File: src/rtl/ubd_pkg.sv
// Shared constants, types and helper functions for the baud divisor calculator.
package ubd_pkg;

    // Field and datapath widths
    localparam int BAUD_W          = 24;
    localparam int CLK_W           = 24;
    localparam int WORD_W          = 26;
    localparam int ERR_W           = 2;
    localparam int NUM_W           = 30;
    localparam int DEN_W           = 26;
    localparam int QUO_W           = 28;
    localparam int MANT_W          = 22;
    localparam int FRAC_W          = 4;
    localparam int REM_W           = 7;
    localparam int FNUM_W          = 11;
    localparam int SHIFT_W         = 4;
    localparam int STEPS_PER_STAGE = 2;
    localparam int DIV_STAGES      = NUM_W / STEPS_PER_STAGE;

    // Register port
    localparam int APB_ADDR_W = 4;
    localparam int APB_DATA_W = 32;

    // Register indexes
    localparam logic [1:0] REG_CLOCK_SOURCE = 2'd0;
    localparam logic [1:0] REG_AHB_PRESCALE = 2'd1;
    localparam logic [1:0] REG_APB_LOW      = 2'd2;
    localparam logic [1:0] REG_APB_HIGH     = 2'd3;

    // Clock source codes
    localparam logic [1:0] SRC_INTERNAL = 2'd0;
    localparam logic [1:0] SRC_EXTERNAL = 2'd1;

    // Error codes
    localparam logic [ERR_W-1:0] ERR_NONE       = 2'd0;
    localparam logic [ERR_W-1:0] ERR_BAUD_ZERO  = 2'd1;
    localparam logic [ERR_W-1:0] ERR_BAD_SOURCE = 2'd2;

    // System clock frequencies
    localparam logic [CLK_W-1:0] SYS_CLK_INTERNAL = 24'd16000000;
    localparam logic [CLK_W-1:0] SYS_CLK_EXTERNAL = 24'd8000000;

    // Reciprocal of 25 for a 26-bit dividend, and of 100 for an 11-bit one
    localparam int               RECIP_25_W     = 27;
    localparam logic [26:0]      RECIP_25       = 27'd85899346;
    localparam int               RECIP_25_SHIFT = 31;
    localparam int               RECIP_25_PW    = DEN_W + RECIP_25_W;
    localparam logic [10:0]      RECIP_100       = 11'd1311;
    localparam int               RECIP_100_SHIFT = 17;
    localparam int               RECIP_100_PW    = 2 * FNUM_W;
    localparam logic [FNUM_W-1:0] ROUND_HALF     = 11'd50;

    typedef struct packed {
        logic [1:0] clock_source;
        logic [3:0] ahb_prescale_code;
        logic [2:0] apb_low_prescale_code;
        logic [2:0] apb_high_prescale_code;
    } ubd_cfg_t;

    typedef struct packed {
        logic [ERR_W-1:0] error_code;
        logic [CLK_W-1:0] bus_clock_hz;
        logic             oversample_by_eight;
    } ubd_side_t;

    // Numerator shifts out on the left while quotient bits shift in on the right
    typedef struct packed {
        logic [NUM_W-1:0] num;
        logic [DEN_W-1:0] rem;
        logic [DEN_W-1:0] den;
    } ubd_div_t;

    typedef struct packed {
        ubd_side_t side;
        ubd_div_t  div;
    } ubd_item_t;

    // AHB prescaler code to shift amount
    function automatic logic [SHIFT_W-1:0] ahb_shift(input logic [3:0] code);
        logic [SHIFT_W-1:0] s;
        case (code)
            4'd8:    s = 4'd1;
            4'd9:    s = 4'd2;
            4'd10:   s = 4'd3;
            4'd11:   s = 4'd4;
            4'd12:   s = 4'd6;
            4'd13:   s = 4'd7;
            4'd14:   s = 4'd8;
            4'd15:   s = 4'd9;
            default: s = 4'd0;
        endcase
        return s;
    endfunction

    // APB prescaler code to shift amount
    function automatic logic [2:0] apb_shift(input logic [2:0] code);
        logic [2:0] s;
        case (code)
            3'd4:    s = 3'd1;
            3'd5:    s = 3'd2;
            3'd6:    s = 3'd3;
            3'd7:    s = 3'd4;
            default: s = 3'd0;
        endcase
        return s;
    endfunction

    // One restoring division step
    function automatic ubd_div_t div_step(input ubd_div_t d);
        ubd_div_t         r;
        logic [DEN_W:0]   part;
        logic [DEN_W+1:0] diff;
        r     = d;
        part  = {d.rem, d.num[NUM_W-1]};
        diff  = {1'b0, part} - {2'b00, d.den};
        r.num = {d.num[NUM_W-2:0], ~diff[DEN_W+1]};
        r.rem = diff[DEN_W+1] ? part[DEN_W-1:0] : diff[DEN_W-1:0];
        return r;
    endfunction

endpackage

File: src/rtl/ubd_div_stage.sv
// One divider pipeline stage: a fixed number of restoring steps, then a register.
module ubd_div_stage (
    input  logic                clk,
    input  logic                rst_n,
    input  logic                in_valid,
    output logic                in_ready,
    input  ubd_pkg::ubd_item_t  in_item,
    output logic                out_valid,
    input  logic                out_ready,
    output ubd_pkg::ubd_item_t  out_item
);

    logic               valid_reg;
    ubd_pkg::ubd_item_t item_reg;
    ubd_pkg::ubd_item_t item_next;

    assign in_ready  = !valid_reg || out_ready;
    assign out_valid = valid_reg;
    assign out_item  = item_reg;

    // Run the division steps of this stage
    always_comb
    begin
        item_next = in_item;
        for (int i = 0; i < ubd_pkg::STEPS_PER_STAGE; i++)
        begin
            item_next.div = ubd_pkg::div_step(item_next.div);
        end
    end

    // Advance the valid bit
    always_ff @(posedge clk or negedge rst_n)
    begin
        if (!rst_n)
        begin
            valid_reg <= 1'b0;
        end
        else if (in_ready)
        begin
            valid_reg <= in_valid;
        end
    end

    // Hold the partial quotient and remainder
    always_ff @(posedge clk)
    begin
        if (in_valid && in_ready)
        begin
            item_reg <= item_next;
        end
    end

endmodule

File: config.mk
export PLATFORM = sky130hd
export DESIGN_NAME = ubd_div_stage
export DESIGN_NICKNAME = d
export VERILOG_FILES = /design/src/rtl/ubd_pkg.sv /design/src/rtl/ubd_div_stage.sv
export SDC_FILE = /design/constraint.sdc
export NUM_CORES = 1
export LEC_CHECK = 0
export BUFFER_PORTS_ARGS = -buffer_cell sky130_fd_sc_hd__buf_2
export CAP_MARGIN = 25
export CORE_MARGIN = 10
export CORE_UTILIZATION = 40
export DETAILED_ROUTE_END_ITERATION = 10
export GPL_TIMING_DRIVEN = 1
export PLACE_DENSITY_LB_ADDON = 0.2
export SETUP_SLACK_MARGIN = 0.5
export SLEW_MARGIN = 5
export SYNTH_ARGS = -nofsm -noshare
export SYNTH_HDL_FRONTEND = slang
export SYNTH_SLANG_ARGS = --single-unit
File: constraint.sdc
create_clock -name clk -period 4.65 [get_ports clk]
set_input_delay 0.93 -clock clk [delete_from_list [all_inputs] [get_ports clk]]
set_output_delay 0.93 -clock clk [all_outputs]
set_load 0.02 [all_outputs]
Yosys cells after proc, flatten, opt, wreduce, memory -nomap -nowiden

Cells that the tools add are included.

Flip-flop bits (word level): 110
Input port bits: 113
Output and inout port bits: 111
Logic and storage cells: 16

$add $sub $neg: 2
Muxes and demuxes: 2
Bitwise logic cells: 2
Reductions and logical operators: 3

Operator list:

| kind                         | count |
|---|---|
| subtractor 27 x 26 -> 28 bit | 2 |
| 2-to-1 mux 26 bit            | 2 |
| NOT 1 bit                    | 2 |
| logical AND 1 bit            | 1 |
| zero test 1 bit              | 1 |
| logical OR 1 bit             | 1 |

Longest topological paths before layout

Gate-level depths: netlist of the first run.

Depth in word-level cells: 4
Gate-level depth with buffers: 23
Depth with buffers taken out: 21

Least setup slack after synthesis of the first run

OpenSTA, ideal clock, no wires.

Path type: in2reg
Start: in in_item[14] in the netlist's numbering
End: reg item_reg, in the netlist out_item[44], data pin
Setup time: 262 ps
Arrival: 5814 ps
Setup slack: -1426 ps
Stages: 23
Buffers on the path: 2
Cells stage by stage: inv_1 ha_1 and3_1 a22o_1 o21a_1 or3_1 a31o_4 a311oi_4 buf_2 nor2_1 a21oi_1 inv_1 ha_1 nor2b_1 o31a_1 o41ai_1 nand2_1 a41oi_1 o211ai_1 a31oi_1 o21ai_4 buf_6 mux2_1

RTL lines:

| what                 | RTL line            | RTL |
|---|---|---|
| from (decl)          | ubd_div_stage.sv:7  | `input ubd_pkg::ubd_item_t in_item,` |
| to (signal assigned) | ubd_div_stage.sv:49 | `item_reg <= item_next;` |
| to (decl)            | ubd_div_stage.sv:14 | `ubd_pkg::ubd_item_t item_reg;` |

==> flow_summary.html, run 1 <==
<table>
<tr><th>Metric</th><th>Value</th></tr>
<tr><th colspan="2">Timing</th></tr>
<tr><td>Crit path setup slack, layout</td><td>-0.901 ns</td></tr>
<tr><td>Worst-margin pin slew</td><td>0.642 ns</td></tr>
<tr><td>RSZ-0062 raised after global routing</td><td>true</td></tr>
<tr><td>Final critical path time including I/O delays and setup</td><td>5.55 ns</td></tr>
<tr><td>Share of the clock period used by the worst path after layout</td><td>119%</td></tr>
<tr><td>Upper clock frequency limit</td><td>180 MHz</td></tr>
<tr><td>Total count of hold-check failures in the final report</td><td>0</td></tr>
<tr><td>Maximum clock skew at final layout</td><td>0.00960 ns</td></tr>
<tr><td>Final count of negative-setup-slack endpoints</td><td>27</td></tr>
<tr><td>Final hold slack</td><td>0.335 ns</td></tr>
<tr><td>Final number of max-transition violations</td><td>0</td></tr>
<tr><td>Max-slew headroom</td><td>57.2%</td></tr>
<tr><th colspan="2">Global route</th></tr>
<tr><td>Overall Global Routing Usage</td><td>18.8%</td></tr>
<tr><td>Number of global-route vias before repair</td><td>6166</td></tr>
<tr><td>Leftover overflow at the end of global routing</td><td>0</td></tr>
<tr><td>First-pass GRT wire length</td><td>32.6 mm</td></tr>
<tr><td>Largest net degree at the start of global routing</td><td>68</td></tr>
<tr><td>Initial antenna violation count</td><td>0</td></tr>
<tr><th colspan="2">Place</th></tr>
<tr><td>I/O Buffers</td><td>223</td></tr>
<tr><td>Placed wire-length estimate</td><td>16.9 mm</td></tr>
<tr><td>Pre-CTS WS</td><td>-1.31 ns</td></tr>
<tr><td>Instance area at placement</td><td>9410 um^2</td></tr>
<tr><td>Gpl congestion</td><td>0.890</td></tr>
<tr><th colspan="2">Layout</th></tr>
<tr><td>Total non-filler cell area in the finished layout</td><td>10100 um^2</td></tr>
<tr><td>Number of nets in the finished design</td><td>1140</td></tr>
<tr><td>Final standard cell utilization of the core</td><td>63.9%</td></tr>
<tr><td>Filler Cells Inserted</td><td>1251</td></tr>
<tr><td>Synthesis-to-finish area growth</td><td>56.7%</td></tr>
<tr><td>Layout cell share with drive strength beyond 1</td><td>52.9%</td></tr>
<tr><td>Area of the multi-input gates</td><td>3290 um^2</td></tr>
<tr><td>Ant diodes</td><td>0</td></tr>
<tr><td>Area of all sequential standard cells</td><td>3300 um^2</td></tr>
<tr><th colspan="2">Power and ir drop</th></tr>
<tr><td>Post-layout power</td><td>0.00365 W</td></tr>
<tr><td>Fraction of power consumed by combinational cells</td><td>44.4%</td></tr>
<tr><td>Power density over the cells</td><td>361 nW/um^2</td></tr>
<tr><td>Switching Share</td><td>32.6%</td></tr>
<tr><td>P_int</td><td>0.00246 W</td></tr>
<tr><td>Leakage power</td><td>4.69 nW</td></tr>
<tr><td>Reg power frac</td><td>34.5%</td></tr>
<tr><td>Max rail drop VDD</td><td>0.179 mV</td></tr>
<tr><td>Clock group share of total power</td><td>21.0%</td></tr>
<tr><td>Sw Pwr</td><td>0.00119 W</td></tr>
<tr><th colspan="2">CTS</th></tr>
<tr><td>Worst-case clock buffer depth</td><td>2</td></tr>
<tr><td>CTS tree</td><td>done</td></tr>
<tr><td>Number of clock sinks</td><td>110</td></tr>
<tr><td>CTS H-tree depth</td><td>3</td></tr>
<tr><td>Number of buffers created by CTS</td><td>9</td></tr>
<tr><td>Cell at the root of the clock tree</td><td>sky130_fd_sc_hd__clkbuf_16</td></tr>
<tr><td>Clock insertion delay at the later pin of the skew report</td><td>0.36 ns</td></tr>
<tr><td>CTS clk-pin slew, worst paths</td><td>0.08 ns</td></tr>
<tr><th colspan="2">Setup path</th></tr>
<tr><td>Arrival time worst endpoint</td><td>5.66 ns</td></tr>
<tr><td>Critical Path Source Type</td><td>primary input</td></tr>
<tr><td>Max Fanout on Critical Path</td><td>8</td></tr>
<tr><td>Worst reg-to-reg setup slack</td><td>2.80 ns</td></tr>
<tr><td>Critical path endpoint category</td><td>register</td></tr>
<tr><td>Critical path required time</td><td>4.76 ns</td></tr>
<tr><td>Category of the critical setup timing path</td><td>primary input to register</td></tr>
<tr><th colspan="2">Yosys</th></tr>
<tr><td>Distinct cell type count after synthesis</td><td>60</td></tr>
<tr><td>Number of warnings issued by yosys</td><td>0</td></tr>
<tr><td>Gate count after technology mapping</td><td>546</td></tr>
<tr><td>Number of flip-flops and latches in the synthesized netlist</td><td>110</td></tr>
<tr><td>Number of enable-type register cells in the synthesized netlist</td><td>109</td></tr>
<tr><td>Average instance area after synthesis</td><td>11.8 um^2</td></tr>
<tr><td>Post-Synthesis Net Count</td><td>713</td></tr>
<tr><td>Flip-flop cell with the highest count after synthesis</td><td>sky130_fd_sc_hd__edfxtp_1</td></tr>
<tr><td>Sequential area share after synthesis</td><td>51.1%</td></tr>
<tr><td>Post-synthesis async set-or-reset flop share</td><td>0.909%</td></tr>
<tr><td>Post-synth design cell area</td><td>6460 um^2</td></tr>
<tr><th colspan="2">Floorplanning</th></tr>
<tr><td>Starting Density</td><td>40.8%</td></tr>
<tr><td>Ports placed on the boundary</td><td>224</td></tr>
<tr><td>Die Outline Area</td><td>21600 um^2</td></tr>
<tr><td># rows</td><td>46</td></tr>
<tr><td>Die width</td><td>147 um</td></tr>
<tr><td>Die boundary height</td><td>147 um</td></tr>
<tr><td>Floorplan Core Area</td><td>15800 um^2</td></tr>
<tr><th colspan="2">Route</th></tr>
<tr><td>Average routed wire per standard cell</td><td>17.6 um</td></tr>
<tr><td>Number of remaining DRC errors</td><td>0</td></tr>
<tr><td>Avg Vias per Cell</td><td>4.91</td></tr>
<tr><td>Total wire length after detailed routing</td><td>21.0 mm</td></tr>
<tr><td>Vias post-DR</td><td>5863</td></tr>
<tr><td>Count of TritonRoute iterations in the first routing pass</td><td>5</td></tr>
<tr><td>Antenna-violating nets left</td><td>0</td></tr>
<tr><td>Number of violations reported at the end of detailed-routing iteration 0</td><td>191</td></tr>
<tr><th colspan="2">Hold path</th></tr>
<tr><td>Min-delay worst type</td><td>primary input to asynchronous set/reset pin</td></tr>
<tr><th colspan="2">Run status</th></tr>
<tr><td>Violated checks</td><td>negative setup slack</td></tr>
<tr><td>Status</td><td>finished, violations left</td></tr>
<tr><th colspan="2">Flow run</th></tr>
<tr><td>Max-cap violations</td><td>0</td></tr>
</table>
[flip-flops by register name, indices dropped and copies added (netlist names)]
| name | count |
|---|---|
| out_item | 109 |
| out_valid | 1 |
[area by class of cell]
| cell class | count | area share [%] |
|---|---|---|
| Clock inverter | 7 | 0.606 |
| Multi-Input combinational cell | 386 | 32.5 |
| Clock buffer | 9 | 2.23 |
| Sequential cell | 110 | 32.6 |
| Timing Repair Buffer | 422 | 27.6 |
| Inverter | 44 | 1.83 |
| Tap cell | 216 | 2.67 |
[layer usage]
| layer | track usage, % | part of all wire (%) | vias to the layer above |
|---|---|---|---|
| li1 | - | - | 2904 |
| met1 | 22.5 | 42 | 2738 |
| met2 | 32.6 | 49 | 200 |
| met3 | 4.61 | 6.8 | 21 |
| met4 | 6.05 | 1.8 | 0 |
| met5 | 0 | 0 | - |
[power by group through the flow]
| stage | combinational (W) | clock (W) | sequential [W] |
|---|---|---|---|
| floorplan | 0.000758 | 0 | 0.00140 |
| global placement | 0.00145 | 0 | 0.00128 |
| detailed placement | 0.00148 | 0 | 0.00128 |
| CTS | 0.00156 | 0.000787 | 0.00126 |
| global route | 0.00176 | 0.000826 | 0.00127 |
| finish | 0.00162 | 0.000768 | 0.00126 |
[layout by cell type, fill, tap and decap left out, types with 6 or more instances in the layout]
master                        n
sky130_fd_sc_hd__mux2_4      19
sky130_fd_sc_hd__nand2b_1     9
sky130_fd_sc_hd__a21o_1      17
sky130_fd_sc_hd__o21a_1      14
sky130_fd_sc_hd__o21ai_0     28
sky130_fd_sc_hd__a211oi_1     6
sky130_fd_sc_hd__buf_4      189
sky130_fd_sc_hd__nand3_1      6
sky130_fd_sc_hd__a21oi_1     29
sky130_fd_sc_hd__buf_12       7
sky130_fd_sc_hd__nor3_1       6
sky130_fd_sc_hd__nor2b_1      8
sky130_fd_sc_hd__inv_1       36
sky130_fd_sc_hd__buf_6        9
sky130_fd_sc_hd__ha_1        37
sky130_fd_sc_hd__nand2_1     30
sky130_fd_sc_hd__clkbuf_16   10
sky130_fd_sc_hd__ha_4        13
sky130_fd_sc_hd__mux2_2      10
sky130_fd_sc_hd__xnor2_1     26
sky130_fd_sc_hd__buf_2      215
sky130_fd_sc_hd__xor2_1      11
sky130_fd_sc_hd__nor2_1      37
sky130_fd_sc_hd__edfxtp_1   109
[cells in the mapped netlist, types with 2 or more instances]
| cell | number | area (um^2) |
|---|---|---|
| sky130_fd_sc_hd__mux2_4 | 4 | 60.1 |
| sky130_fd_sc_hd__nand2_1 | 30 | 113 |
| sky130_fd_sc_hd__o21bai_1 | 3 | 22.5 |
| sky130_fd_sc_hd__mux2_1 | 13 | 146 |
| sky130_fd_sc_hd__o211ai_1 | 5 | 37.5 |
| sky130_fd_sc_hd__nor2_1 | 38 | 143 |
| sky130_fd_sc_hd__a31oi_1 | 4 | 25.0 |
| sky130_fd_sc_hd__or3_1 | 4 | 25.0 |
| sky130_fd_sc_hd__buf_6 | 2 | 22.5 |
| sky130_fd_sc_hd__o21ai_0 | 31 | 155 |
| sky130_fd_sc_hd__nand4_1 | 2 | 12.5 |
| sky130_fd_sc_hd__a21o_1 | 17 | 128 |
| sky130_fd_sc_hd__nor3_1 | 7 | 35.0 |
| sky130_fd_sc_hd__mux2i_1 | 3 | 30.0 |
| sky130_fd_sc_hd__o221ai_1 | 2 | 17.5 |
| sky130_fd_sc_hd__mux2_2 | 13 | 146 |
| sky130_fd_sc_hd__nand3_1 | 6 | 30.0 |
| sky130_fd_sc_hd__and3_1 | 4 | 25.0 |
| sky130_fd_sc_hd__fa_1 | 2 | 40.0 |
| sky130_fd_sc_hd__a21boi_0 | 2 | 15.0 |
| sky130_fd_sc_hd__xor2_1 | 11 | 96.3 |
| sky130_fd_sc_hd__a211o_1 | 2 | 17.5 |
| sky130_fd_sc_hd__o21a_1 | 14 | 105 |
| sky130_fd_sc_hd__nand2b_1 | 9 | 56.3 |
| sky130_fd_sc_hd__o31a_1 | 3 | 26.3 |
| sky130_fd_sc_hd__a211oi_1 | 7 | 52.6 |
| sky130_fd_sc_hd__xnor2_1 | 26 | 228 |
| sky130_fd_sc_hd__ha_1 | 52 | 651 |
| sky130_fd_sc_hd__inv_1 | 43 | 161 |
| sky130_fd_sc_hd__nand3b_1 | 2 | 15.0 |
| sky130_fd_sc_hd__nor2b_1 | 9 | 56.3 |
| sky130_fd_sc_hd__o41ai_1 | 3 | 26.3 |
| sky130_fd_sc_hd__o31ai_1 | 3 | 22.5 |
| sky130_fd_sc_hd__nor3b_1 | 2 | 15.0 |
| sky130_fd_sc_hd__buf_2 | 2 | 10.0 |
| sky130_fd_sc_hd__edfxtp_1 | 109 | 3270 |
| sky130_fd_sc_hd__a21oi_1 | 34 | 170 |
[metrics by stage]
step           instances  setup TNS [ns]
2_1_floorplan        546          -20.69
3_3_place_gp        1158          -29.77
3_5_place_dp        1158          -33.47
4_1_cts             1187          -20.74
5_1_grt             1194          -26.39
6_report            1194          -22.41
[worst max-delay path, stage by stage]
cell                        delay [ns]
sky130_fd_sc_hd__buf_6            0.10
sky130_fd_sc_hd__inv_4            0.05
sky130_fd_sc_hd__ha_4             0.19
sky130_fd_sc_hd__a21o_1           0.20
sky130_fd_sc_hd__a211o_1          0.23
sky130_fd_sc_hd__o211ai_1         0.30
sky130_fd_sc_hd__a31oi_2          0.20
sky130_fd_sc_hd__a31o_4           0.27
sky130_fd_sc_hd__a311oi_4         0.21
sky130_fd_sc_hd__buf_6            0.16
sky130_fd_sc_hd__buf_12           0.13
sky130_fd_sc_hd__buf_12           0.10
sky130_fd_sc_hd__mux2_4           0.30
sky130_fd_sc_hd__ha_4             0.27
sky130_fd_sc_hd__nand4_1          0.14
sky130_fd_sc_hd__nor3_2           0.17
sky130_fd_sc_hd__o41ai_2          0.12
sky130_fd_sc_hd__nand2_1          0.11
sky130_fd_sc_hd__a41oi_2          0.13
sky130_fd_sc_hd__o211ai_1         0.31
sky130_fd_sc_hd__a31oi_2          0.18
sky130_fd_sc_hd__o21ai_4          0.31
sky130_fd_sc_hd__clkbuf_16        0.22
sky130_fd_sc_hd__mux2_2           0.32
[repair_timing]
action | in CTS | in global routing
buffers inserted | 11 | 6
hold buffers | 0 | 0
gates resized for setup | 20 | 29
pin swaps | 2 | 7
endpoints found under the setup margin | 27 | 27
endpoints found under the hold margin | 0 | 0
cloned | 2 | 1
[path summary, 6_finish.rpt]
kind                             from           end  cells after the start
min in group clk            out_valid     out_valid                      2
max in group asynchronous       rst_n     out_valid                      1
hold / removal                  rst_n     out_valid                      1
hold reg to reg             out_valid     out_valid                      2
setup reg to reg            out_valid  out_item[49]                      3
setup / recovery           in_item[4]  out_item[28]                     24
[logic make-up (layout without fill, tap and decap cells)]
group / Yosys count / after routing / synth area share (%)
AO/OA/AOI/OAI: 145 / 145 / 15.4
AND/OR/NAND/NOR: 117 / 117 / 8.58
flip-flops: 110 / 110 / 51.1
adder cells (fa/ha/maj): 54 / 54 / 10.7
buffers and inverters: 50 / 482 / 3.26
XOR/XNOR: 37 / 37 / 5.02
multiplexers: 33 / 33 / 5.93
No activity file was read; power rests on OpenSTA's default activity.
==> inputs of run 2 (changes only) <==
Settings changed: MAX_ROUTING_LAYER from default to met4.
==> flow_summary.html, run 2 (synthesized netlist as in run 1, its figures left out) <==
<table>
<tr><th>Metric</th><th>Value</th></tr>
<tr><th colspan="2">Power and ir drop</th></tr>
<tr><td>Max rail drop VDD</td><td>0.188 mV</td></tr>
<tr><td>Leakage power</td><td>4.73 nW</td></tr>
<tr><td>P_int</td><td>0.00247 W</td></tr>
<tr><td>Switching Share</td><td>32.9%</td></tr>
<tr><td>Sw Pwr</td><td>0.00121 W</td></tr>
<tr><td>Reg power frac</td><td>34.3%</td></tr>
<tr><td>Fraction of power consumed by combinational cells</td><td>44.5%</td></tr>
<tr><td>Power density over the cells</td><td>365 nW/um^2</td></tr>
<tr><td>Clock group share of total power</td><td>21.2%</td></tr>
<tr><td>Post-layout power</td><td>0.00368 W</td></tr>
<tr><th colspan="2">Place</th></tr>
<tr><td>Post-Place Cells</td><td>1158</td></tr>
<tr><td>Placed wire-length estimate</td><td>17.1 mm</td></tr>
<tr><td>I/O Buffers</td><td>223</td></tr>
<tr><td>Gpl congestion</td><td>0.896</td></tr>
<tr><td>Pre-CTS WS</td><td>-1.28 ns</td></tr>
<tr><th colspan="2">Route</th></tr>
<tr><td>Vias post-DR</td><td>5938</td></tr>
<tr><td>Count of TritonRoute iterations in the first routing pass</td><td>4</td></tr>
<tr><td>Average routed wire per standard cell</td><td>17.8 um</td></tr>
<tr><td>Number of violations reported at the end of detailed-routing iteration 0</td><td>303</td></tr>
<tr><td>Number of remaining DRC errors</td><td>0</td></tr>
<tr><td>Total wire length after detailed routing</td><td>21.3 mm</td></tr>
<tr><td>Antenna-violating nets left</td><td>0</td></tr>
<tr><td>Avg Vias per Cell</td><td>4.96</td></tr>
<tr><th colspan="2">CTS</th></tr>
<tr><td>Number of clock sinks</td><td>110</td></tr>
<tr><td>Hold-fix buffers, CTS</td><td>0</td></tr>
<tr><td>CTS tree</td><td>done</td></tr>
<tr><td>Number of buffers created by CTS</td><td>9</td></tr>
<tr><td>Clock insertion delay at the later pin of the skew report</td><td>0.36 ns</td></tr>
<tr><td>CTS clk-pin slew, worst paths</td><td>0.08 ns</td></tr>
<tr><td>CTS H-tree depth</td><td>3</td></tr>
<tr><td>Cell at the root of the clock tree</td><td>sky130_fd_sc_hd__clkbuf_16</td></tr>
<tr><td>Worst-case clock buffer depth</td><td>2</td></tr>
<tr><th colspan="2">Floorplanning</th></tr>
<tr><td>Die Outline Area</td><td>21600 um^2</td></tr>
<tr><td># rows</td><td>46</td></tr>
<tr><td>Floorplan Core Area</td><td>15800 um^2</td></tr>
<tr><td>Die boundary height</td><td>147 um</td></tr>
<tr><td>Starting Density</td><td>40.8%</td></tr>
<tr><td>Die width</td><td>147 um</td></tr>
<tr><td>Ports placed on the boundary</td><td>224</td></tr>
<tr><th colspan="2">Setup path</th></tr>
<tr><td>Critical path required time</td><td>4.76 ns</td></tr>
<tr><td>WP buf/inv</td><td>4</td></tr>
<tr><td>Category of the critical setup timing path</td><td>primary input to register</td></tr>
<tr><td>Critical Path Source Type</td><td>primary input</td></tr>
<tr><td>Master of the slowest instance on the critical path</td><td>sky130_fd_sc_hd__or3_1</td></tr>
<tr><td>Arrival time worst endpoint</td><td>5.59 ns</td></tr>
<tr><td>Crit-path cells</td><td>buf_12 -&gt; inv_12 -&gt; ha_4 -&gt; a21o_1 -&gt; a22o_1 -&gt; o21a_1 -&gt; or3_1 -&gt; a31o_4 -&gt; a311oi_4 -&gt; buf_12 -&gt; mux2_4 -&gt; ha_4 -&gt; nand4_1 -&gt; nor3_2 -&gt; o41ai_2 -&gt; nand2_1 -&gt; a41oi_2 -&gt; o211ai_1 -&gt; a31oi_2 -&gt; o21ai_4 -&gt; clkbuf_16 -&gt; mux2_4</td></tr>
<tr><td>Max Fanout on Critical Path</td><td>8</td></tr>
<tr><td>Largest stage delay on the critical path</td><td>0.33 ns</td></tr>
<tr><td>Critical path endpoint category</td><td>register</td></tr>
<tr><td>Top Family by Delay on Critical Path</td><td>compound AO/OA/AOI/OAI gates</td></tr>
<tr><th colspan="2">Layout</th></tr>
<tr><td>Final standard cell utilization of the core</td><td>63.7%</td></tr>
<tr><td>Count of placed standard cells in the final layout, fillers left out</td><td>1197</td></tr>
<tr><td>Max reg flops</td><td>109</td></tr>
<tr><td>Number of nets in the finished design</td><td>1143</td></tr>
<tr><td>Ant diodes</td><td>0</td></tr>
<tr><td>Area of all sequential standard cells</td><td>3300 um^2</td></tr>
<tr><td>Area of the multi-input gates</td><td>3280 um^2</td></tr>
<tr><td>Synthesis-to-finish area growth</td><td>56.2%</td></tr>
<tr><td>Layout cell share with drive strength beyond 1</td><td>52.5%</td></tr>
<tr><td>Leading cell type in the layout, fill and taps excluded</td><td>sky130_fd_sc_hd__buf_2</td></tr>
<tr><td>Commonest cells after routing, fill and taps aside</td><td>218 x sky130_fd_sc_hd__buf_2, 193 x sky130_fd_sc_hd__buf_4, 109 x sky130_fd_sc_hd__edfxtp_1, 40 x sky130_fd_sc_hd__ha_1</td></tr>
<tr><td>Filler Cells Inserted</td><td>1316</td></tr>
<tr><th colspan="2">Timing</th></tr>
<tr><td>RSZ-0062 raised after global routing</td><td>true</td></tr>
<tr><td>Maximum clock skew at final layout</td><td>0.0100 ns</td></tr>
<tr><td>Final hold slack</td><td>0.332 ns</td></tr>
<tr><td>Worst-margin pin slew</td><td>0.644 ns</td></tr>
<tr><td>Crit path setup slack, layout</td><td>-0.826 ns</td></tr>
<tr><td>Final number of max-transition violations</td><td>0</td></tr>
<tr><td>Total count of hold-check failures in the final report</td><td>0</td></tr>
<tr><td>Upper clock frequency limit</td><td>183 MHz</td></tr>
<tr><td>Final count of negative-setup-slack endpoints</td><td>27</td></tr>
<tr><td>Final critical path time including I/O delays and setup</td><td>5.48 ns</td></tr>
<tr><td>Share of the clock period used by the worst path after layout</td><td>118%</td></tr>
<tr><td>Max-slew headroom</td><td>57.1%</td></tr>
<tr><th colspan="2">Flow run</th></tr>
<tr><td>Max-cap violations</td><td>0</td></tr>
<tr><th colspan="2">Run status</th></tr>
<tr><td>Status</td><td>finished, violations left</td></tr>
<tr><td>Violated checks</td><td>negative setup slack</td></tr>
<tr><th colspan="2">Global route</th></tr>
<tr><td>Overall Global Routing Usage</td><td>19.5%</td></tr>
<tr><td>Leftover overflow at the end of global routing</td><td>0</td></tr>
<tr><td>Initial antenna violation count</td><td>0</td></tr>
<tr><td>Largest net degree at the start of global routing</td><td>68</td></tr>
<tr><td>First-pass GRT wire length</td><td>33.0 mm</td></tr>
<tr><td>Number of global-route vias before repair</td><td>6218</td></tr>
<tr><th colspan="2">Hold path</th></tr>
<tr><td>Min-delay worst type</td><td>primary input to asynchronous set/reset pin</td></tr>
</table>
[run 2: cell count changes in the layout (fill, tap and decap cells not counted), moves of 3 or more]
cell                     previous run  this run
sky130_fd_sc_hd__mux2_2            10         3
sky130_fd_sc_hd__mux2_4            19        26
sky130_fd_sc_hd__buf_12             7         4
sky130_fd_sc_hd__ha_4              13        10
sky130_fd_sc_hd__buf_2            215       218
sky130_fd_sc_hd__buf_4            189       193
sky130_fd_sc_hd__ha_1              37        40
[run 2: repair_timing]
action,4_1_cts,5_1_grt
pin swaps,4,9
buffers inserted,8,12
endpoints found under the hold margin,0,0
cloned,2,1
gates resized for setup,18,30
endpoints found under the setup margin,27,27
[run 2: layout make-up]
type	count	share of cell area [%]
clock buffer	10	2.27
timing repair buffer	425	27.4
inverter	44	1.81
tap	216	2.68
multi-input combinational	386	32.5
clock inverter	6	0.645
sequential	110	32.7
[run 2: power by group through the flow]
stage | sequential (W) | combinational (W) | clock (W)
2_1_floorplan | 0.00140 | 0.000758 | 0
3_3_place_gp | 0.00128 | 0.00144 | 0
3_5_place_dp | 0.00128 | 0.00148 | 0
4_1_cts | 0.00126 | 0.00153 | 0.000797
5_1_grt | 0.00127 | 0.00178 | 0.000832
6_report | 0.00126 | 0.00164 | 0.000782
[run 2: path summary, 6_finish.rpt]
kind	start	end	slack, ns	depth (start not counted)
max	in_item[12]	out_item[38]	-0.83	22
min	rst_n	out_valid	0.33	1
max reg2reg	out_valid	out_item[84]	2.81	3
min reg2reg	out_valid	out_valid	0.55	2
max in group asynchronous	rst_n	out_valid	4.24	1
min in group clk	out_valid	out_valid	0.55	2
[run 2: metrics by stage]
| stage | setup TNS (ns) | area [um^2] |
|---|---|---|
| final | -20.82 | 10100 |
| after global routing | -26.92 | 10100 |
| after CTS | -20.45 | 9870 |
| after detailed placement | -32.99 | 9410 |
| after global placement | -29.58 | 9410 |
| after floorplan | -20.69 | 6690 |
[run 2: metal layers]
metal	GRT usage, %	vias to the layer above	part of all wire [%]
li1	-	2899	-
met3	4.05	28	6.4
met2	32.6	220	49
met1	23.7	2791	44
met4	5.00	0	1.4
met5	-	-	0
==> inputs of run 3 (changes only) <==
Settings changed: ABC_AREA from default to 1.
==> flow_summary.html, run 3 <==
<table>
<tr><th>Metric</th><th>Value</th></tr>
<tr><th colspan="2">Run status</th></tr>
<tr><td>Status</td><td>finished clean</td></tr>
<tr><th colspan="2">Power and ir drop</th></tr>
<tr><td>Max rail drop VDD</td><td>0.153 mV</td></tr>
<tr><td>Fraction of power consumed by combinational cells</td><td>45.8%</td></tr>
<tr><td>Post-layout power</td><td>0.00364 W</td></tr>
<tr><td>P_int</td><td>0.00225 W</td></tr>
<tr><td>Sw Pwr</td><td>0.00139 W</td></tr>
<tr><td>Reg power frac</td><td>34.1%</td></tr>
<tr><td>Clock group share of total power</td><td>20.1%</td></tr>
<tr><td>Leakage power</td><td>5.07 nW</td></tr>
<tr><td>Power density over the cells</td><td>346 nW/um^2</td></tr>
<tr><td>Switching Share</td><td>38.2%</td></tr>
<tr><th colspan="2">Global route</th></tr>
<tr><td>Overall Global Routing Usage</td><td>19.3%</td></tr>
<tr><td>Largest net degree at the start of global routing</td><td>56</td></tr>
<tr><td>Leftover overflow at the end of global routing</td><td>0</td></tr>
<tr><td>Initial antenna violation count</td><td>0</td></tr>
<tr><td>First-pass GRT wire length</td><td>37.0 mm</td></tr>
<tr><td>Number of global-route vias before repair</td><td>6970</td></tr>
<tr><th colspan="2">Timing</th></tr>
<tr><td>Crit path setup slack, layout</td><td>0.519 ns</td></tr>
<tr><td>Max-slew headroom</td><td>53.9%</td></tr>
<tr><td>Final number of max-transition violations</td><td>0</td></tr>
<tr><td>Maximum clock skew at final layout</td><td>0.00695 ns</td></tr>
<tr><td>Final count of negative-setup-slack endpoints</td><td>0</td></tr>
<tr><td>Share of the clock period used by the worst path after layout</td><td>88.8%</td></tr>
<tr><td>Final critical path time including I/O delays and setup</td><td>4.13 ns</td></tr>
<tr><td>Worst-margin pin slew</td><td>0.691 ns</td></tr>
<tr><td>Upper clock frequency limit</td><td>242 MHz</td></tr>
<tr><td>Final hold slack</td><td>0.339 ns</td></tr>
<tr><td>RSZ-0062 raised after global routing</td><td>true</td></tr>
<tr><td>Total count of hold-check failures in the final report</td><td>0</td></tr>
<tr><th colspan="2">Yosys</th></tr>
<tr><td>Number of flip-flops and latches in the synthesized netlist</td><td>110</td></tr>
<tr><td>Area contributors post-synth</td><td>sky130_fd_sc_hd__edfxtp_1 43%, sky130_fd_sc_hd__nand2_1 17%, sky130_fd_sc_hd__ha_1 8.5%, sky130_fd_sc_hd__inv_1 7.6%, sky130_fd_sc_hd__nand3_1 3.5%</td></tr>
<tr><td>Flip-flop cell with the highest count after synthesis</td><td>sky130_fd_sc_hd__edfxtp_1</td></tr>
<tr><td>Dominant combinational cell family by area after synthesis</td><td>simple AND/OR/NAND/NOR gates</td></tr>
<tr><td>Post-Synthesis Net Count</td><td>1146</td></tr>
<tr><td>Fraction of the mapped netlist area in adder cells</td><td>8.98%</td></tr>
<tr><td>Synth Area in Simple Gates</td><td>29.2%</td></tr>
<tr><td>Number of warnings issued by yosys</td><td>0</td></tr>
<tr><td>Post-synth design cell area</td><td>7690 um^2</td></tr>
<tr><td>Fraction of the mapped netlist area in compound gates</td><td>6.46%</td></tr>
<tr><td>Post-synthesis async set-or-reset flop share</td><td>0.909%</td></tr>
<tr><td>Number of enable-type register cells in the synthesized netlist</td><td>109</td></tr>
<tr><td>Xor and xnor area share after synthesis</td><td>3.19%</td></tr>
<tr><td>Post-synthesis cell type with the largest combined area</td><td>sky130_fd_sc_hd__edfxtp_1</td></tr>
<tr><td>Proportion of synthesized area in mux cells</td><td>0%</td></tr>
<tr><td>Area fraction of the dominant cell type after synthesis</td><td>42.6%</td></tr>
<tr><td>Distinct cell type count after synthesis</td><td>41</td></tr>
<tr><td>Gate count after technology mapping</td><td>979</td></tr>
<tr><td>Average instance area after synthesis</td><td>7.85 um^2</td></tr>
<tr><td>Ranking of synthesized cells by instance count</td><td>341 x sky130_fd_sc_hd__nand2_1, 156 x sky130_fd_sc_hd__inv_1, 109 x sky130_fd_sc_hd__edfxtp_1, 66 x sky130_fd_sc_hd__nor2_1, 54 x sky130_fd_sc_hd__nand3_1</td></tr>
<tr><td>Sequential area share after synthesis</td><td>42.9%</td></tr>
<tr><td>Most repeated cell in the gate-level netlist after synthesis</td><td>sky130_fd_sc_hd__nand2_1</td></tr>
<tr><th colspan="2">Setup path</th></tr>
<tr><td>Critical R2R Launch</td><td>out_valid</td></tr>
<tr><td>Arrival time worst endpoint</td><td>4.23 ns</td></tr>
<tr><td>Max Fanout on Critical Path</td><td>16</td></tr>
<tr><td>Worst setup path startpoint</td><td>in_item[15]</td></tr>
<tr><td>Worst Reg2Reg Path Length in Cells</td><td>2</td></tr>
<tr><td>Critical Path Source Type</td><td>primary input</td></tr>
<tr><td>Critical path endpoint category</td><td>register</td></tr>
<tr><td>Category of the critical setup timing path</td><td>primary input to register</td></tr>
<tr><td>Critical path required time</td><td>4.75 ns</td></tr>
<tr><th colspan="2">CTS</th></tr>
<tr><td>Number of clock sinks</td><td>110</td></tr>
<tr><td>Hold-fix buffers, CTS</td><td>0</td></tr>
<tr><td>CTS tree</td><td>done</td></tr>
<tr><td>Cell at the root of the clock tree</td><td>sky130_fd_sc_hd__clkbuf_16</td></tr>
<tr><td>Number of buffers created by CTS</td><td>9</td></tr>
<tr><td>Worst-case clock buffer depth</td><td>2</td></tr>
<tr><td>CTS H-tree depth</td><td>3</td></tr>
<tr><td>CTS clk-pin slew, worst paths</td><td>0.07 ns</td></tr>
<tr><td>Clock insertion delay at the later pin of the skew report</td><td>0.35 ns</td></tr>
<tr><th colspan="2">Layout</th></tr>
<tr><td>Filler Cells Inserted</td><td>1758</td></tr>
<tr><td>Ant diodes</td><td>0</td></tr>
<tr><td>Synthesis-to-finish area growth</td><td>37.1%</td></tr>
<tr><td>Number of nets in the finished design</td><td>1425</td></tr>
<tr><td>Area of the multi-input gates</td><td>4360 um^2</td></tr>
<tr><td>Area of all sequential standard cells</td><td>3300 um^2</td></tr>
<tr><td>Leading cell type in the layout, fill and taps excluded</td><td>sky130_fd_sc_hd__nand2_1</td></tr>
<tr><td>Commonest cells after routing, fill and taps aside</td><td>317 x sky130_fd_sc_hd__nand2_1, 223 x sky130_fd_sc_hd__buf_2, 134 x sky130_fd_sc_hd__inv_1, 109 x sky130_fd_sc_hd__edfxtp_1, 56 x sky130_fd_sc_hd__nor2_1</td></tr>
<tr><td>Max reg flops</td><td>109</td></tr>
<tr><td>Layout cell share with drive strength beyond 1</td><td>35.1%</td></tr>
<tr><th colspan="2">Route</th></tr>
<tr><td>Vias post-DR</td><td>7642</td></tr>
<tr><td>Number of remaining DRC errors</td><td>0</td></tr>
<tr><td>Avg Vias per Cell</td><td>5.02</td></tr>
<tr><td>Total wire length after detailed routing</td><td>26.1 mm</td></tr>
<tr><td>Count of TritonRoute iterations in the first routing pass</td><td>5</td></tr>
<tr><td>Average routed wire per standard cell</td><td>17.2 um</td></tr>
<tr><td>Antenna-violating nets left</td><td>0</td></tr>
<tr><td>Number of violations reported at the end of detailed-routing iteration 0</td><td>738</td></tr>
<tr><th colspan="2">Floorplanning</th></tr>
<tr><td>Die width</td><td>159 um</td></tr>
<tr><td># rows</td><td>50</td></tr>
<tr><td>Floorplan Core Area</td><td>18800 um^2</td></tr>
<tr><td>Die Outline Area</td><td>25200 um^2</td></tr>
<tr><td>Ports placed on the boundary</td><td>224</td></tr>
<tr><td>Die boundary height</td><td>159 um</td></tr>
<tr><td>Starting Density</td><td>40.8%</td></tr>
<tr><th colspan="2">Flow run</th></tr>
<tr><td>Max-cap violations</td><td>0</td></tr>
<tr><th colspan="2">Place</th></tr>
<tr><td>Placed wire-length estimate</td><td>20.7 mm</td></tr>
<tr><td>Gpl congestion</td><td>0.922</td></tr>
<tr><td>Pre-CTS WS</td><td>-0.0225 ns</td></tr>
<tr><td>I/O Buffers</td><td>223</td></tr>
<tr><th colspan="2">Hold path</th></tr>
<tr><td>Min-delay worst type</td><td>primary input to asynchronous set/reset pin</td></tr>
</table>
## run 3: cell count changes after synthesis, sizes merged, moves of 13 or more
cell / previous run / this run
nand4: 2 / 36
nand3: 6 / 58
nand2: 30 / 344
nor2: 38 / 69
a21o: 18 / 4
mux2: 30 / 0
o21a: 14 / 1
xnor2: 26 / 11
inv: 44 / 158
## run 3: cell families (layout without fill, tap and decap cells)
logic type / after synthesis / after routing
and+or+nand+nor: 527 / 527
buffers and inverters: 173 / 457
DFF: 110 / 110
AOI/OAI and AO/OA: 87 / 87
adders and majority gates: 54 / 54
xor gates and xnor gates: 28 / 28
## run 3: metal layers
metal	track usage, %	vias up	routed length (um)
li1	-	3743	-
met1	24.3	3494	10900
met2	31.5	364	12400
met3	3.53	41	2310
met4	5.07	0	518
met5	-	-	0
## run 3: layout make-up
class | instances | share of cell area, %
multi-input combinational | 696 | 41.4
sequential | 110 | 31.3
timing repair buffer | 281 | 15.4
inverter | 159 | 5.98
tap | 260 | 3.09
clock buffer | 9 | 2.14
clock inverter | 7 | 0.629
timing repair inverter | 1 | 0.107
## run 3: per-stage QoR
stage	utilization (%)	instances	TNS [ns]	cell area, um^2
3_5_place_dp	49.7	1489	-0.0373	9360
5_1_grt	56.0	1523	0	10500
6_report	56.0	1523	0	10500
2_1_floorplan	-	979	0	7700
3_3_place_gp	49.7	1489	-0.0840	9360
4_1_cts	51.5	1506	0	9690
## run 3: critical path: stages
cell	delay, ns
sky130_fd_sc_hd__buf_2	0.10
sky130_fd_sc_hd__inv_2	0.07
sky130_fd_sc_hd__ha_1	0.30
sky130_fd_sc_hd__nand2_1	0.12
sky130_fd_sc_hd__nor2_2	0.20
sky130_fd_sc_hd__inv_1	0.09
sky130_fd_sc_hd__nor3_2	0.19
sky130_fd_sc_hd__nand2_2	0.10
sky130_fd_sc_hd__nand2_4	0.12
sky130_fd_sc_hd__clkinv_8	0.12
sky130_fd_sc_hd__o21ai_2	0.26
sky130_fd_sc_hd__ha_4	0.26
sky130_fd_sc_hd__a21oi_2	0.20
sky130_fd_sc_hd__o21ai_1	0.13
sky130_fd_sc_hd__a21oi_1	0.15
sky130_fd_sc_hd__nand2_1	0.12
sky130_fd_sc_hd__nand2_1	0.07
sky130_fd_sc_hd__nand2_1	0.08
sky130_fd_sc_hd__nand2_2	0.12
sky130_fd_sc_hd__nand3_4	0.15
sky130_fd_sc_hd__clkbuf_16	0.22
sky130_fd_sc_hd__nand2_1	0.06
sky130_fd_sc_hd__nand2_1	0.06
## run 3: repair_timing
action	4_1_cts	5_1_grt
setup endpoints to repair	26	27
pin swaps	1	15
gates cloned	0	4
buffers inserted	1	13
resized for setup	7	141
## run 3: power groups by stage
stage	combinational [W]	sequential (W)	clock [W]
global placement	0.00140	0.00127	0
finish	0.00167	0.00124	0.000732
CTS	0.00141	0.00124	0.000757
global route	0.00181	0.00125	0.000794
floorplan	0.000805	0.00139	0
detailed placement	0.00140	0.00127	0
## run 3: worst paths after layout
check / slack, ns / endpoint
worst min-delay path: 0.34 / out_valid
worst max-delay path: 0.52 / out_item[45]
worst max register to register: 3.09 / out_item[28]
min in group clk: 0.58 / out_valid
max in group asynchronous: 4.23 / out_valid
worst min register to register: 0.58 / out_valid
